--- src/rtl/sine_dds_led_colour_cycler_core_assert.svh ---
// assertion macros used by the colour cycler top level
`ifndef SINE_DDS_LED_COLOUR_CYCLER_CORE_ASSERT_SVH
`define SINE_DDS_LED_COLOUR_CYCLER_CORE_ASSERT_SVH

// same-cycle implication, checked out of reset
`define SDLCC_ASSERT_SAME(lbl, ante, cons, msg) \
   lbl: assert property (@(posedge clock) disable iff (reset) (ante) |-> (cons)) \
      else $error(msg);

// next-cycle implication, checked out of reset
`define SDLCC_ASSERT_NEXT(lbl, ante, cons, msg) \
   lbl: assert property (@(posedge clock) disable iff (reset) (ante) |=> (cons)) \
      else $error(msg);

`endif

--- src/rtl/sdlcc_pkg.sv ---
// shared types, constants and sine table of the colour cycler
package sdlcc_pkg;

   localparam int SLOTS_DEFAULT = 4;
   localparam int TABLE_DEPTH   = 128;
   localparam int SLOT_CAP      = 4;

   // configuration register indexes
   localparam logic [2:0] REG_RED_STEPS   = 3'd0;
   localparam logic [2:0] REG_GREEN_STEPS = 3'd1;
   localparam logic [2:0] REG_BLUE_STEPS  = 3'd2;
   localparam logic [2:0] REG_LEVEL_STEPS = 3'd3;
   localparam logic [2:0] REG_SHORT_TICKS = 3'd4;
   localparam logic [2:0] REG_LONG_TICKS  = 3'd5;

   localparam logic [31:0] RED_STEPS_RST   = 32'h0F1F_3E7D;
   localparam logic [31:0] GREEN_STEPS_RST = 32'h1117_2F5D;
   localparam logic [31:0] BLUE_STEPS_RST  = 32'h0307_0D1A;
   localparam logic [31:0] LEVEL_STEPS_RST = 32'h0000_0000;
   localparam logic [7:0]  SHORT_TICKS_RST = 8'd5;
   localparam logic [7:0]  LONG_TICKS_RST  = 8'd25;

   localparam logic [15:0] PHASE_RED_RST   = 16'(111 << 8);
   localparam logic [15:0] PHASE_GREEN_RST = 16'(86 << 8);
   localparam logic [15:0] PHASE_BLUE_RST  = 16'(98 << 8);
   localparam logic [15:0] PHASE_LEVEL_RST = 16'd0;

   localparam logic [7:0] HOLD_MAX = 8'hFF;

   typedef struct packed {
      logic [31:0] red_steps;
      logic [31:0] green_steps;
      logic [31:0] blue_steps;
      logic [31:0] level_steps;
      logic [7:0]  short_ticks;
      logic [7:0]  long_ticks;
   } cfg_type;

   typedef struct packed {
      logic       blank;
      logic       save;
      logic       mode_step;
      logic [2:0] mode_next;
      logic [1:0] slot;
   } ctl_type;

   typedef struct packed {
      logic [4:0] level;
      logic [7:0] blue;
      logic [7:0] green;
      logic [7:0] red;
   } colour_type;

   // one period of a raised sine, offset 0x78, peak 0xef
   localparam logic [7:0] SINE_ROM [TABLE_DEPTH] = '{
      8'h78, 8'h7D, 8'h83, 8'h89, 8'h8F, 8'h94, 8'h9A, 8'hA0,
      8'hA5, 8'hAA, 8'hB0, 8'hB5, 8'hBA, 8'hBE, 8'hC3, 8'hC7,
      8'hCC, 8'hD0, 8'hD3, 8'hD7, 8'hDA, 8'hDE, 8'hE0, 8'hE3,
      8'hE5, 8'hE8, 8'hE9, 8'hEB, 8'hEC, 8'hED, 8'hEE, 8'hEE,
      8'hEF, 8'hEE, 8'hEE, 8'hED, 8'hEC, 8'hEB, 8'hE9, 8'hE8,
      8'hE5, 8'hE3, 8'hE0, 8'hDE, 8'hDA, 8'hD7, 8'hD3, 8'hD0,
      8'hCC, 8'hC7, 8'hC3, 8'hBE, 8'hBA, 8'hB5, 8'hB0, 8'hAA,
      8'hA5, 8'hA0, 8'h9A, 8'h94, 8'h8F, 8'h89, 8'h83, 8'h7D,
      8'h78, 8'h73, 8'h6D, 8'h67, 8'h61, 8'h5C, 8'h56, 8'h50,
      8'h4B, 8'h46, 8'h40, 8'h3B, 8'h36, 8'h32, 8'h2D, 8'h29,
      8'h24, 8'h20, 8'h1D, 8'h19, 8'h16, 8'h12, 8'h10, 8'h0D,
      8'h0B, 8'h08, 8'h07, 8'h05, 8'h04, 8'h03, 8'h02, 8'h02,
      8'h00, 8'h02, 8'h02, 8'h03, 8'h04, 8'h05, 8'h07, 8'h08,
      8'h0B, 8'h0D, 8'h10, 8'h12, 8'h16, 8'h19, 8'h1D, 8'h20,
      8'h24, 8'h29, 8'h2D, 8'h32, 8'h36, 8'h3B, 8'h40, 8'h46,
      8'h4B, 8'h50, 8'h56, 8'h5C, 8'h61, 8'h67, 8'h6D, 8'h73
   };

endpackage

--- src/rtl/sine_dds_led_colour_cycler_core.sv ---
// top level of the sine colour cycler with its result register
//
//  channel  dir  handshake               payload
//  req      in   req_tvalid/req_tready   req_tdata[0] button_pressed
//  rsp      out  rsp_tvalid/rsp_tready   rsp_tdata red, green, blue, brightness
//  csr      in   csr_valid/csr_ready     csr_index, csr_data
//
// one tick per clock: each req transaction is worked out in the cycle it is
// taken and its colour lands in the rsp register at that edge
// the rsp register is the only stage, so req_tready stays high while it is
// empty or being drained in the same cycle
// a stalled rsp holds its data and blocks new ticks until taken
// reset is synchronous; csr_ready is always high
`include "sine_dds_led_colour_cycler_core_assert.svh"

module sine_dds_led_colour_cycler_core #(
   parameter int SLOTS = sdlcc_pkg::SLOTS_DEFAULT
) (
   input  logic        clock,
   input  logic        reset,
   // req_tdata: [0] button_pressed, [7:1] zero
   input  logic        req_tvalid,
   output logic        req_tready,
   input  logic [7:0]  req_tdata,
   // rsp_tdata: [7:0] red, [15:8] green, [23:16] blue, [28:24] brightness,
   // [31:29] zero
   output logic        rsp_tvalid,
   input  logic        rsp_tready,
   output logic [31:0] rsp_tdata,
   input  logic        csr_valid,
   output logic        csr_ready,
   input  logic [2:0]  csr_index,
   input  logic [31:0] csr_data
);
   import sdlcc_pkg::*;

   cfg_type     cfg;
   ctl_type     ctl;
   colour_type  colour;
   logic        accept;
   logic        rsp_valid_ff;
   logic [31:0] rsp_data_ff, rsp_data_in;

   // take a tick whenever the result register is free or draining
   assign req_tready = !rsp_valid_ff || rsp_tready;
   assign accept     = req_tvalid && req_tready;

   sdlcc_csr u_csr (
      .clock     (clock),
      .reset     (reset),
      .csr_valid (csr_valid),
      .csr_ready (csr_ready),
      .csr_index (csr_index),
      .csr_data  (csr_data),
      .cfg       (cfg)
   );

   sdlcc_press #(
      .SLOTS (SLOTS)
   ) u_press (
      .clock       (clock),
      .reset       (reset),
      .accept      (accept),
      .pressed     (req_tdata[0]),
      .short_ticks (cfg.short_ticks),
      .long_ticks  (cfg.long_ticks),
      .ctl         (ctl)
   );

   sdlcc_colour u_colour (
      .clock  (clock),
      .reset  (reset),
      .accept (accept),
      .ctl    (ctl),
      .cfg    (cfg),
      .colour (colour)
   );

   // blank ticks give all zero, otherwise the fresh colour
   assign rsp_data_in = ctl.blank ? 32'd0 :
                        {3'd0, colour.level, colour.blue, colour.green, colour.red};

   always_ff @(posedge clock) begin
      if (reset) begin
         rsp_valid_ff <= 1'b0;
      end else if (accept) begin
         rsp_valid_ff <= 1'b1;
      end else if (rsp_tready) begin
         rsp_valid_ff <= 1'b0;
      end
   end

   always_ff @(posedge clock) begin
      if (accept) begin
         rsp_data_ff <= rsp_data_in;
      end
   end

   assign rsp_tvalid = rsp_valid_ff;
   assign rsp_tdata  = rsp_data_ff;

   // checks on tick handling
   `SDLCC_ASSERT_NEXT(a_tick_loads, accept, rsp_tvalid, "accepted tick gave no result")
   `SDLCC_ASSERT_NEXT(a_blank_zero, accept && ctl.blank, rsp_tdata == 32'd0,
                      "blank tick gave a nonzero colour")
   `SDLCC_ASSERT_SAME(a_save_blank, ctl.save, ctl.blank, "slot save on a lit tick")
   `SDLCC_ASSERT_SAME(a_step_lit, ctl.mode_step, !ctl.blank && !ctl.save,
                      "mode advance on a blank tick")

endmodule

--- src/rtl/sdlcc_csr.sv ---
// configuration registers of the colour cycler
module sdlcc_csr (
   input  logic              clock,
   input  logic              reset,
   input  logic              csr_valid,
   output logic              csr_ready,
   input  logic [2:0]        csr_index,
   input  logic [31:0]       csr_data,
   output sdlcc_pkg::cfg_type cfg
);
   import sdlcc_pkg::*;

   cfg_type cfg_ff;
   logic    wr_en;

   assign csr_ready = 1'b1;
   assign wr_en     = csr_valid && csr_ready;
   assign cfg       = cfg_ff;

   always_ff @(posedge clock) begin
      if (reset) begin
         cfg_ff.red_steps   <= RED_STEPS_RST;
         cfg_ff.green_steps <= GREEN_STEPS_RST;
         cfg_ff.blue_steps  <= BLUE_STEPS_RST;
         cfg_ff.level_steps <= LEVEL_STEPS_RST;
         cfg_ff.short_ticks <= SHORT_TICKS_RST;
         cfg_ff.long_ticks  <= LONG_TICKS_RST;
      end else if (wr_en) begin
         case (csr_index)
            REG_RED_STEPS:   cfg_ff.red_steps   <= csr_data;
            REG_GREEN_STEPS: cfg_ff.green_steps <= csr_data;
            REG_BLUE_STEPS:  cfg_ff.blue_steps  <= csr_data;
            REG_LEVEL_STEPS: cfg_ff.level_steps <= csr_data;
            REG_SHORT_TICKS: cfg_ff.short_ticks <= csr_data[7:0];
            REG_LONG_TICKS:  cfg_ff.long_ticks  <= csr_data[7:0];
            default: ;
         endcase
      end
   end

endmodule

--- src/rtl/sdlcc_press.sv ---
// button press tracker: hold counter, press phase, mode and save slot
module sdlcc_press #(
   parameter int SLOTS = sdlcc_pkg::SLOTS_DEFAULT
) (
   input  logic               clock,
   input  logic               reset,
   input  logic               accept,
   input  logic               pressed,
   input  logic [7:0]         short_ticks,
   input  logic [7:0]         long_ticks,
   output sdlcc_pkg::ctl_type ctl
);
   import sdlcc_pkg::*;

   localparam logic [1:0] PH_IDLE  = 2'd0;
   localparam logic [1:0] PH_BLANK = 2'd1;
   localparam logic [1:0] PH_WAIT  = 2'd2;

   logic [1:0] phase_ff, phase_in;
   logic [7:0] hold_ff, hold_in;
   logic [2:0] mode_ff, mode_in;
   logic [1:0] slot_ff, slot_in;
   logic [2:0] slot_sum;
   logic       blank, save, mode_step;

   assign slot_sum = {1'b0, slot_ff} + 3'd1;

   always_comb begin
      phase_in  = phase_ff;
      hold_in   = hold_ff;
      mode_in   = mode_ff;
      slot_in   = slot_ff;
      blank     = 1'b0;
      save      = 1'b0;
      mode_step = 1'b0;
      if (phase_ff == PH_WAIT) begin
         if (pressed) begin
            blank = 1'b1;
         end else begin
            phase_in = PH_IDLE;
         end
      end else begin
         if (pressed) begin
            if (hold_ff != HOLD_MAX) begin
               hold_in = hold_ff + 8'd1;
            end
         end else if (phase_ff != PH_BLANK) begin
            hold_in = 8'd0;
         end
         // idle and the spare code both behave as idle
         if (phase_ff != PH_BLANK) begin
            phase_in = (hold_in > short_ticks) ? PH_BLANK : PH_IDLE;
         end
         if (phase_in == PH_BLANK) begin
            if (hold_in > long_ticks) begin
               save     = 1'b1;
               slot_in  = (slot_sum >= 3'(SLOTS)) ? 2'd0 : slot_sum[1:0];
               hold_in  = 8'd0;
               phase_in = PH_WAIT;
               blank    = 1'b1;
            end else if (!pressed) begin
               mode_step = 1'b1;
               mode_in   = mode_ff + 3'd1;
               hold_in   = 8'd0;
               phase_in  = PH_IDLE;
            end else begin
               blank = 1'b1;
            end
         end
      end
   end

   assign ctl.blank     = blank;
   assign ctl.save      = save;
   assign ctl.mode_step = mode_step;
   assign ctl.mode_next = mode_in;
   assign ctl.slot      = slot_ff;

   always_ff @(posedge clock) begin
      if (reset) begin
         phase_ff <= PH_IDLE;
         hold_ff  <= 8'd0;
         mode_ff  <= 3'd0;
         slot_ff  <= 2'd0;
      end else if (accept) begin
         phase_ff <= phase_in;
         hold_ff  <= hold_in;
         mode_ff  <= mode_in;
         slot_ff  <= slot_in;
      end
   end

endmodule

--- src/rtl/sdlcc_colour.sv ---
// phase accumulators, sine lookup, current colour and saved colour slots
module sdlcc_colour (
   input  logic                  clock,
   input  logic                  reset,
   input  logic                  accept,
   input  sdlcc_pkg::ctl_type    ctl,
   input  sdlcc_pkg::cfg_type    cfg,
   output sdlcc_pkg::colour_type colour
);
   import sdlcc_pkg::*;

   logic [15:0] ph_red_ff, ph_green_ff, ph_blue_ff, ph_level_ff;
   logic [15:0] ph_red_in, ph_green_in, ph_blue_in, ph_level_in;
   colour_type  cur_ff, cur_in;
   colour_type  saved_ff [SLOT_CAP];
   logic [1:0]  sel;
   logic        dds_mode;

   assign sel      = ctl.mode_next[1:0];
   assign dds_mode = !ctl.mode_next[2];

   assign ph_red_in   = ph_red_ff   + {8'd0, cfg.red_steps[{sel, 3'b000} +: 8]};
   assign ph_green_in = ph_green_ff + {8'd0, cfg.green_steps[{sel, 3'b000} +: 8]};
   assign ph_blue_in  = ph_blue_ff  + {8'd0, cfg.blue_steps[{sel, 3'b000} +: 8]};
   assign ph_level_in = ph_level_ff + {8'd0, cfg.level_steps[{sel, 3'b000} +: 8]};

   always_comb begin
      if (dds_mode) begin
         cur_in.red   = SINE_ROM[ph_red_in[14:8]];
         cur_in.green = SINE_ROM[ph_green_in[14:8]];
         cur_in.blue  = SINE_ROM[ph_blue_in[14:8]];
         cur_in.level = SINE_ROM[ph_level_in[14:8]][7:3];
      end else begin
         cur_in = saved_ff[sel];
      end
   end

   assign colour = cur_in;

   always_ff @(posedge clock) begin
      if (reset) begin
         ph_red_ff   <= PHASE_RED_RST;
         ph_green_ff <= PHASE_GREEN_RST;
         ph_blue_ff  <= PHASE_BLUE_RST;
         ph_level_ff <= PHASE_LEVEL_RST;
         cur_ff      <= '0;
      end else if (accept && !ctl.blank) begin
         cur_ff <= cur_in;
         if (dds_mode) begin
            ph_red_ff   <= ph_red_in;
            ph_green_ff <= ph_green_in;
            ph_blue_ff  <= ph_blue_in;
            ph_level_ff <= ph_level_in;
         end
      end
   end

   // slot store, written only on a long press
   always_ff @(posedge clock) begin
      if (reset) begin
         for (int k = 0; k < SLOT_CAP; k++) begin
            saved_ff[k].red   <= 8'hFF;
            saved_ff[k].green <= 8'hFF;
            saved_ff[k].blue  <= 8'hFF;
            saved_ff[k].level <= 5'(8 * k + 7);
         end
      end else if (accept && ctl.save) begin
         saved_ff[ctl.slot] <= cur_ff;
      end
   end

endmodule

--- config.mk ---
export PLATFORM = sky130hd
export DESIGN_NAME = sine_dds_led_colour_cycler_core
export DESIGN_NICKNAME = d
export VERILOG_FILES = /design/src/rtl/sdlcc_pkg.sv /design/src/rtl/sine_dds_led_colour_cycler_core.sv /design/src/rtl/sdlcc_csr.sv /design/src/rtl/sdlcc_press.sv /design/src/rtl/sdlcc_colour.sv
export VERILOG_INCLUDE_DIRS = /design/src /design/src/rtl
export SDC_FILE = /design/constraint.sdc
export NUM_CORES = 1
export LEC_CHECK = 0
export BUFFER_PORTS_ARGS = -buffer_cell sky130_fd_sc_hd__buf_2
export CORE_AREA = 2 2 222 224
export CTS_CLUSTER_DIAMETER = 60
export CTS_CLUSTER_SIZE = 12
export DETAILED_ROUTE_END_ITERATION = 7
export DIE_AREA = 0 0 224 226
export PLACE_DENSITY = 0.69
export SYNTH_ARGS = -nofsm -noshare
export SYNTH_HDL_FRONTEND = slang
export SYNTH_SLANG_ARGS = --single-unit
--- constraint.sdc ---
create_clock -name clock -period 9 [get_ports clock]
set_input_delay 0.9 -clock clock [delete_from_list [all_inputs] [get_ports clock]]
set_output_delay 0.9 -clock clock [all_outputs]
set_load 0.02 [all_outputs]
# Word-level counts from Yosys, hierarchy flattened
# Memories as Yosys holds them, arrays and structs flattened.
# Cells that the tools add are included.
[word_totals] register_bits=285 ram_bits=116 rom_bits=4096 inputBits=48 out_inout_bits=35 elab_cells=125 mem_count=5
[memory_table] name="(name not given)" words=128 width=8 rd=1 rd_ports_with_merged_regs=0 wr=0 line_no="sdlcc_colour.sv:30" source="cur_in.green = SINE_ROM[ph_green_in[14:8]];"
[memory_table] name="(name not given)" words=128 width=8 rd=1 rd_ports_with_merged_regs=0 wr=0 line_no="sdlcc_colour.sv:31" source="cur_in.blue = SINE_ROM[ph_blue_in[14:8]];"
[memory_table] name="(name not given)" words=128 width=8 rd=1 rd_ports_with_merged_regs=0 wr=0 line_no="sdlcc_colour.sv:32" source="cur_in.level = SINE_ROM[ph_level_in[14:8]][7:3];"
[memory_table] name="(name not given)" words=128 width=8 rd=1 rd_ports_with_merged_regs=0 wr=0 line_no="sdlcc_colour.sv:29" source="cur_in.red = SINE_ROM[ph_red_in[14:8]];"
[memory_table] name="u_colour.saved_ff" words=4 width=29 rd=1 rd_ports_with_merged_regs=0 wr=4 line_no="sdlcc_colour.sv:15" source="colour_type saved_ff [SLOT_CAP];"
[op_classes] addsub=7 magnitude_cmp=7 eq_ne=10 n_shift=4 n_mux=46 n_bitwise=6 reduce_logical=19
[ops] operator="32-bit by 6-bit variable part select with 8-bit output" count=4
[ops] operator="8-bit two-way mux" count=15
[ops] operator="16-bit by 8-bit adder with 16-bit output" count=4
[ops] operator="29-bit two-way mux" count=2
[ops] operator="8-bit >= comparator, second input constant" count=4
[ops] operator="7-bit inverter with 8-bit output" count=4
[ops] operator="29-bit OR reduction" count=1
[ops] operator="2-bit two-way mux" count=9
[ops] operator="2-bit AND reduction" count=9
[ops] operator="8-bit > comparator" count=2
[ops] operator="1-bit two-way mux" count=16
[ops] operator="3-bit two-way mux" count=4
[ops] operator="8-bit by 1-bit adder with 8-bit output, second input constant" count=1
[ops] operator="8-bit != test, second input constant" count=1
[ops] operator="3-bit by 2-bit == test with 1-bit output, second input constant" count=2
[ops] operator="3-bit == test, second input constant" count=2
[ops] operator="4-bit AND reduction" count=1
[ops] operator="2-bit by 1-bit adder with 3-bit output, second input constant" count=1
[ops] operator="3-bit by 1-bit adder with 3-bit output, second input constant" count=1
[ops] operator="3-bit by 1-bit == test with 1-bit output, second input constant" count=1
[ops] operator="3-bit >= comparator, second input constant" count=1
[ops] operator="1-bit logical AND" count=3
[ops] operator="3-bit logical NOT" count=1
[ops] operator="2-bit by 1-bit == test with 1-bit output, second input constant" count=1
[ops] operator="7 further kinds" count=9

# Logic depth before layout (Yosys ltp)
[logic_depth] depth_word=18 depth_mapped=41 ltp_nobuf=36

# Modules after synthesis
# Synthesis repeated with hierarchy kept, for this count alone.
[hier_totals] hier_cells=2950 hier_area_um2=26369.0
[modules_own_cells] mod="sdlcc_colour" instances=1 cells_each=2159 area_per_inst_um2=17917.2 seq_area_each_um2=5265.0
[modules_own_cells] mod="sdlcc_csr" instances=1 cells_each=541 area_per_inst_um2=5749.3 seq_area_each_um2=2882.8
[modules_own_cells] mod="sdlcc_press" instances=1 cells_each=180 area_per_inst_um2=1462.7 seq_area_each_um2=300.3
[modules_own_cells] mod="sine_dds_led_colour_cycler_core" instances=1 cells_each=70 area_per_inst_um2=1239.9 seq_area_each_um2=890.9

# Least setup slack after synthesis
# Ideal clock, no wire load.
[synth_path] path_kind="input-to-reg" start="input port req_tdata[0]" end="register rsp_data_ff[13] (netlist: rsp_tdata[13]) (data pin)" setup_ps=266 arrival_time_ps=8034 required_time_ps=8734 slack_ps=700 stages=34 n_path_buf=7 path_cell_list="clkbuf_1 > nand2_1 > nor2_1 > mux2i_1 > ha_1 > and3_1 > a221o_1 > a211o_1 > a21oi_4 > o31a_1 > buf_6 > xnor2_2 > buf_6 > clkbuf_1 > clkbuf_1 > and3_1 > a31oi_1 > ha_1 > fa_1 > a211o_1 > a211o_1 > o22ai_1 > xor2_1 > buf_4 > ha_1 > clkbuf_1 > inv_1 > nor3_1 > or4_1 > a22oi_1 > nand3_1 > a32o_1 > mux2i_1 > nor2_1"
[synth_via] elab_chain_cells=16 word_cells_on_any_way=24 cone_classes="add/sub: 1; order compare: 2; eq/ne: 1; shift: 1; mux: 16; bitwise: 1; memory: 2"
[synth_rtl] element="start, declared" line_no="sine_dds_led_colour_cycler_core.sv:24" source="input logic [7:0] req_tdata,"
[synth_rtl] element="8-bit two-way mux" line_no="sdlcc_press.sv:43" source="if (pressed) begin"
[synth_rtl] element="8-bit two-way mux" line_no="sdlcc_press.sv:36" source="if (phase_ff == PH_WAIT) begin"
[synth_rtl] element="8-bit > comparator" line_no="sdlcc_press.sv:52" source="phase_in = (hold_in > short_ticks) ? PH_BLANK : PH_IDLE;"
[synth_rtl] element="1-bit two-way mux" line_no="sdlcc_press.sv:52"
[synth_rtl] element="2-bit two-way mux" line_no="sdlcc_press.sv:51" source="if (phase_ff != PH_BLANK) begin"
[synth_rtl] element="2-bit two-way mux" line_no="sdlcc_press.sv:36"
[synth_rtl] element="2-bit by 1-bit == test with 1-bit output" line_no="sdlcc_press.sv:54" source="if (phase_in == PH_BLANK) begin"
[synth_rtl] element="3-bit two-way mux" line_no="sdlcc_press.sv:54"
[synth_rtl] element="3-bit two-way mux" line_no="sdlcc_press.sv:36"
[synth_rtl] element="32-bit by 6-bit variable part select with 8-bit output" line_no="sdlcc_colour.sv:23" source="assign ph_green_in = ph_green_ff + {8'd0, cfg.green_steps[{sel, 3'b000} +: 8]};"
[synth_rtl] element="16-bit by 8-bit adder with 16-bit output" line_no="sdlcc_colour.sv:23"
[synth_rtl] element="7-bit inverter with 8-bit output (not written as such)" line_no="sdlcc_colour.sv:30"
[synth_rtl] element="memory 128 x 8 bit"
[synth_rtl] element="8-bit two-way mux (not written as such) (2 in series)" line_no="sdlcc_colour.sv:30"
[synth_rtl] element="29-bit two-way mux" line_no="sdlcc_colour.sv:28" source="if (dds_mode) begin"
[synth_rtl] element="end signal, assigned" line_no="sine_dds_led_colour_cycler_core.sv:95" source="rsp_data_ff <= rsp_data_in;"
[synth_rtl] element="end, declared" line_no="sine_dds_led_colour_cycler_core.sv:42" source="logic [31:0] rsp_data_ff, rsp_data_in;"
# Parallel ways exist; a longest one is shown, timed or not. The select of a mux whose other input is x is not followed.
# A chain may end at the register's enable or synchronous reset.

# Worst setup path in the final report
[layout_path] start="register u_press.hold_ff[1]" end="register rsp_data_ff[10] (netlist: rsp_tdata[10]) (data pin)"
[layout_via] elab_chain_cells=18 word_cells_on_any_way=26 cone_classes="add/sub: 2; order compare: 2; eq/ne: 2; shift: 1; mux: 16; bitwise: 1; memory: 2"
[layout_rtl] element="start, declared" line_no="sdlcc_press.sv:20" source="logic [7:0] hold_ff, hold_in;"
[layout_rtl] element="start signal, assigned" line_no="sdlcc_press.sv:87" source="hold_ff <= hold_in;"
[layout_rtl] element="8-bit by 1-bit adder with 8-bit output or 8-bit != test (tied branches)" line_no="sdlcc_press.sv:45, sdlcc_press.sv:44"
[layout_rtl] element="8-bit two-way mux" line_no="sdlcc_press.sv:44" source="if (hold_ff != HOLD_MAX) begin"
[layout_rtl] element="8-bit two-way mux (*)" line_no="sdlcc_press.sv:43"
[layout_rtl] element="8-bit two-way mux (*)" line_no="sdlcc_press.sv:36"
[layout_rtl] element="8-bit > comparator" line_no="sdlcc_press.sv:52"
[layout_rtl] element="1-bit two-way mux" line_no="sdlcc_press.sv:52"
[layout_rtl] element="2-bit two-way mux" line_no="sdlcc_press.sv:51"
[layout_rtl] element="2-bit two-way mux" line_no="sdlcc_press.sv:36"
[layout_rtl] element="(+2 left out)"
[layout_rtl] element="3-bit two-way mux (*)" line_no="sdlcc_press.sv:36"
[layout_rtl] element="32-bit by 6-bit variable part select with 8-bit output (*)" line_no="sdlcc_colour.sv:23"
[layout_rtl] element="16-bit by 8-bit adder with 16-bit output (*)" line_no="sdlcc_colour.sv:23"
[layout_rtl] element="net u_colour.ph_green_in[8]" line_no="sdlcc_colour.sv:13" source="logic [15:0] ph_red_in, ph_green_in, ph_blue_in, ph_level_in;"
[layout_rtl] element="7-bit inverter with 8-bit output (not written as such) (*)" line_no="sdlcc_colour.sv:30"
[layout_rtl] element="memory 128 x 8 bit (*)"
[layout_rtl] element="8-bit two-way mux (not written as such) (*) (2 in series)" line_no="sdlcc_colour.sv:30"
[layout_rtl] element="29-bit two-way mux (*)" line_no="sdlcc_colour.sv:28"
# The timed path passes the listed nets; every way through them passes the cells marked *. The select of a mux whose other input is x is not followed.

==> results.ini <==
[status]
outcome=complete, no violations

[die]
fp.dieArea_sq_um=50620
die_h_um=226
rows=81
die_w_um=224
coreArea_sq_um=48340
start_util_pct=54.35
ios=83

[power]
seq_power_share_pct=39.9
power.total_mw=4.999
max-vdd-ir-drop_uv=130.7
power_switching_mw=1.656
switching_share_pct=33.14
intPower_mw=3.342
p_leak_nw=10.41
power_frac_clock_pct=31.8
power_frac_comb_pct=28.3
power_density_nw_per_um2=174.3

[cells_and_area]
finalNonFillerCells=3918
nFillCells=4434
multi_input_area_sq_um=15660
register_area_sq_um=9339
fin_nets=3415
diodes=0
design_area_sq_um=28670
area_growth_pct=9.134
drive_gt1_share_pct=11.59
fin_util_pct=59.31

[route]
drt_first_pass_iters=6
routed_wl_um=84740
vias_per_cell=6.425
wl_per_cell_um=21.63
drcViolationCount=0
vias=25180
drt_iter0_markers=2840
drtAntennaViolNets=0

[yosys]
ys_types=114
synth_area_sq_um=26270
synth_area_leader_cell=dfxtp_1
synth-edff-count=145
synth_seq_cells=394
synthTopCellsByCount=nand2_1, a21oi_1, dfxtp_1, nor2_1, clkbuf_1
ys_warn_count=0
netlist_top_cells_area=dfxtp_1, edfxtp_1, nand2_1, a21oi_1, ha_1
yosysSeqAreaShare_pct=35.54
synthFlopType=dfxtp_1
synth.avg_cell_area_sq_um=8.040
synth_top_area_share_pct=18.97
synth-async-reset-ratio_pct=0
yosysMostFrequentCell=nand2_1
synth_cells=3268

[sta]
maxSlewHeadroom_pct=14.02
fin_hold_ws_ps=453.4
setup_violations=0
clock.fmax_mhz=117.3
fin_skew_ps=25.64
tightest_slew_ps=1280
slew_violations=0
tns_ps=0
hold_viol=0
setup_slack_ps=476.0
rsz0062_at_grt=false
layout_min_cycle_time_ps=8524
final.period_utilization_pct=94.71

[worst_setup_path]
crit_type=flip-flop to flip-flop
cp.arrival_ps=8830
ff2ff_setup_slack_ps=480
start_kind=flip-flop
cpPeakStageDelay_ps=470
path_max_fanout=11
r2r-start=u_press.hold_ff[1]
critPathCaptureType=flip-flop
crit_required_ps=9300
worst_path_most_repeated_cell=ha_1
cp_slowest_cell=fa_1
crit_path_start=u_press.hold_ff[1]

[clock_tree]
numCtsBuffers=41
cts_root_buffer=clkbuf_16
cts_tree=built
clk_path_buf_depth=3
path_clk_slew_ps=60
cts_max_level=2
clk_latency_ps=580
clock_sinks=394

[grt]
antenna_found_initial=0
track_usage_pct=32.80
grt_pass1_vias=23270
grt_pass1_wl_um=132000
overflow=0
grt_max_degree=91

[job]
cap_violations=0

[worst_hold_path]
hold_class=flip-flop to flip-flop
min_from=u_csr.cfg[109]

[placed_design]
place.gp.congestion=0.9591
dpl_worst_slack_ps=73.41
dpl-instance-area_sq_um=27390
hpwlAfterDp_um=56670
dp_cells=3846
port_buffers=71

[area by class of cell]
cell class | count | share of cell area [%]
multi-input cells | 2558 | 54.62
clock inverters | 7 | 0.1920
flip-flops and latches | 394 | 32.57
clock buffers | 58 | 3.984
inverters | 67 | 0.8771
well taps | 622 | 2.714
repair buffers | 212 | 5.040
[power groups by stage]
stage	clock network (mW)	registers, mW	logic (mW)
final	1.59	1.99	1.41
after global routing	1.68	2.00	1.53
after CTS	1.62	1.99	1.37
after detailed placement	0	2.03	1.36
after global placement	0	2.03	1.35
after floorplan	0	2.03	0.945
[state kept, by name, indices dropped and copies added (netlist names)]
register,cells
u_press.mode_ff,3
u_colour.ph_red_ff,15
u_press.slot_ff,2
u_colour.ph_level_ff,15
rsp_tdata,29
u_colour.saved_ff,116
u_press.phase_ff,2
u_colour.ph_green_ff,15
rsp_tvalid,1
u_colour.ph_blue_ff,15
u_csr.cfg,144
u_colour.cur_ff,29
u_press.hold_ff,8
[cell families (layout without fill, tap and decap cells)]
kind of cell	after synthesis	in the layout	share of synthesized area, %
xor+xnor	95	95	3.610
compound gates	866	866	22.33
buf+inv	318	344	5.324
other cells	2	4	0.02858
simple gates	1419	1419	24.93
fa+ha+maj	94	94	4.581
flops	394	394	35.54
mux	80	80	3.653
[cell usage in the layout (no fill, tap or decap), types with 14 or more instances in the layout]
cell | netlist | final
nand2_1 | 663 | 661
a21oi_1 | 254 | 253
dfxtp_1 | 249 | 249
nor2_1 | 249 | 246
edfxtp_1 | 145 | 145
buf_4 | 13 | 139
nand2b_1 | 133 | 133
o21ai_0 | 119 | 117
ha_1 | 89 | 88
nand3_1 | 83 | 83
a31oi_1 | 76 | 76
nor3_1 | 75 | 73
buf_2 | 68 | 70
a211oi_1 | 60 | 60
mux2i_1 | 61 | 60
xnor2_1 | 61 | 58
nand3b_1 | 58 | 58
inv_1 | 52 | 52
and3_1 | 45 | 45
o211ai_1 | 44 | 44
clkbuf_16 | 0 | 43
nand4_1 | 22 | 22
a21o_1 | 21 | 21
o22ai_1 | 19 | 19
xor2_1 | 20 | 19
a311oi_1 | 18 | 18
o221ai_1 | 18 | 18
o21a_1 | 16 | 16
a211o_1 | 16 | 16
a22oi_1 | 16 | 16
a221oi_1 | 16 | 16
and2_1 | 14 | 14
nor4_1 | 14 | 14
clkbuf_1 | 155 | 14
[what timing repair did]
action / in CTS / in global routing
hold buffers: 0 / 0
setup buffers: 0 / 7
gates resized for setup: 0 / 6
endpoints found under the hold margin: 0 / 0
endpoints found under the setup margin: 0 / 16
[path summary, 6_finish.rpt]
check / depth (start not counted) / to
setup reg to reg: 32 / rsp_tdata[10]
setup / recovery: 32 / rsp_tdata[10]
hold / removal: 2 / u_csr.cfg[109]
hold reg to reg: 2 / u_csr.cfg[109]
[worst max-delay path, delay by kind of cell, from the launching register on]
family,cells,cell delay [ps]
mux,1,250
flops,1,390
buf+inv,2,530
xor+xnor,2,590
compound gates,15,3750
simple gates,7,1110
fa+ha+maj,5,1620
[routing by layer]
metal	routed length, um	part of all wire (%)	global-route usage [%]	vias up
li1	-	-	-	11740
met1	37260	44	45.81	12130
met2	38500	45	52.46	1144
met3	6254	7.4	4.398	165
met4	2726	3.2	10.86	0
met5	0	0	0	-
No activity file was read; power rests on OpenSTA's default activity.
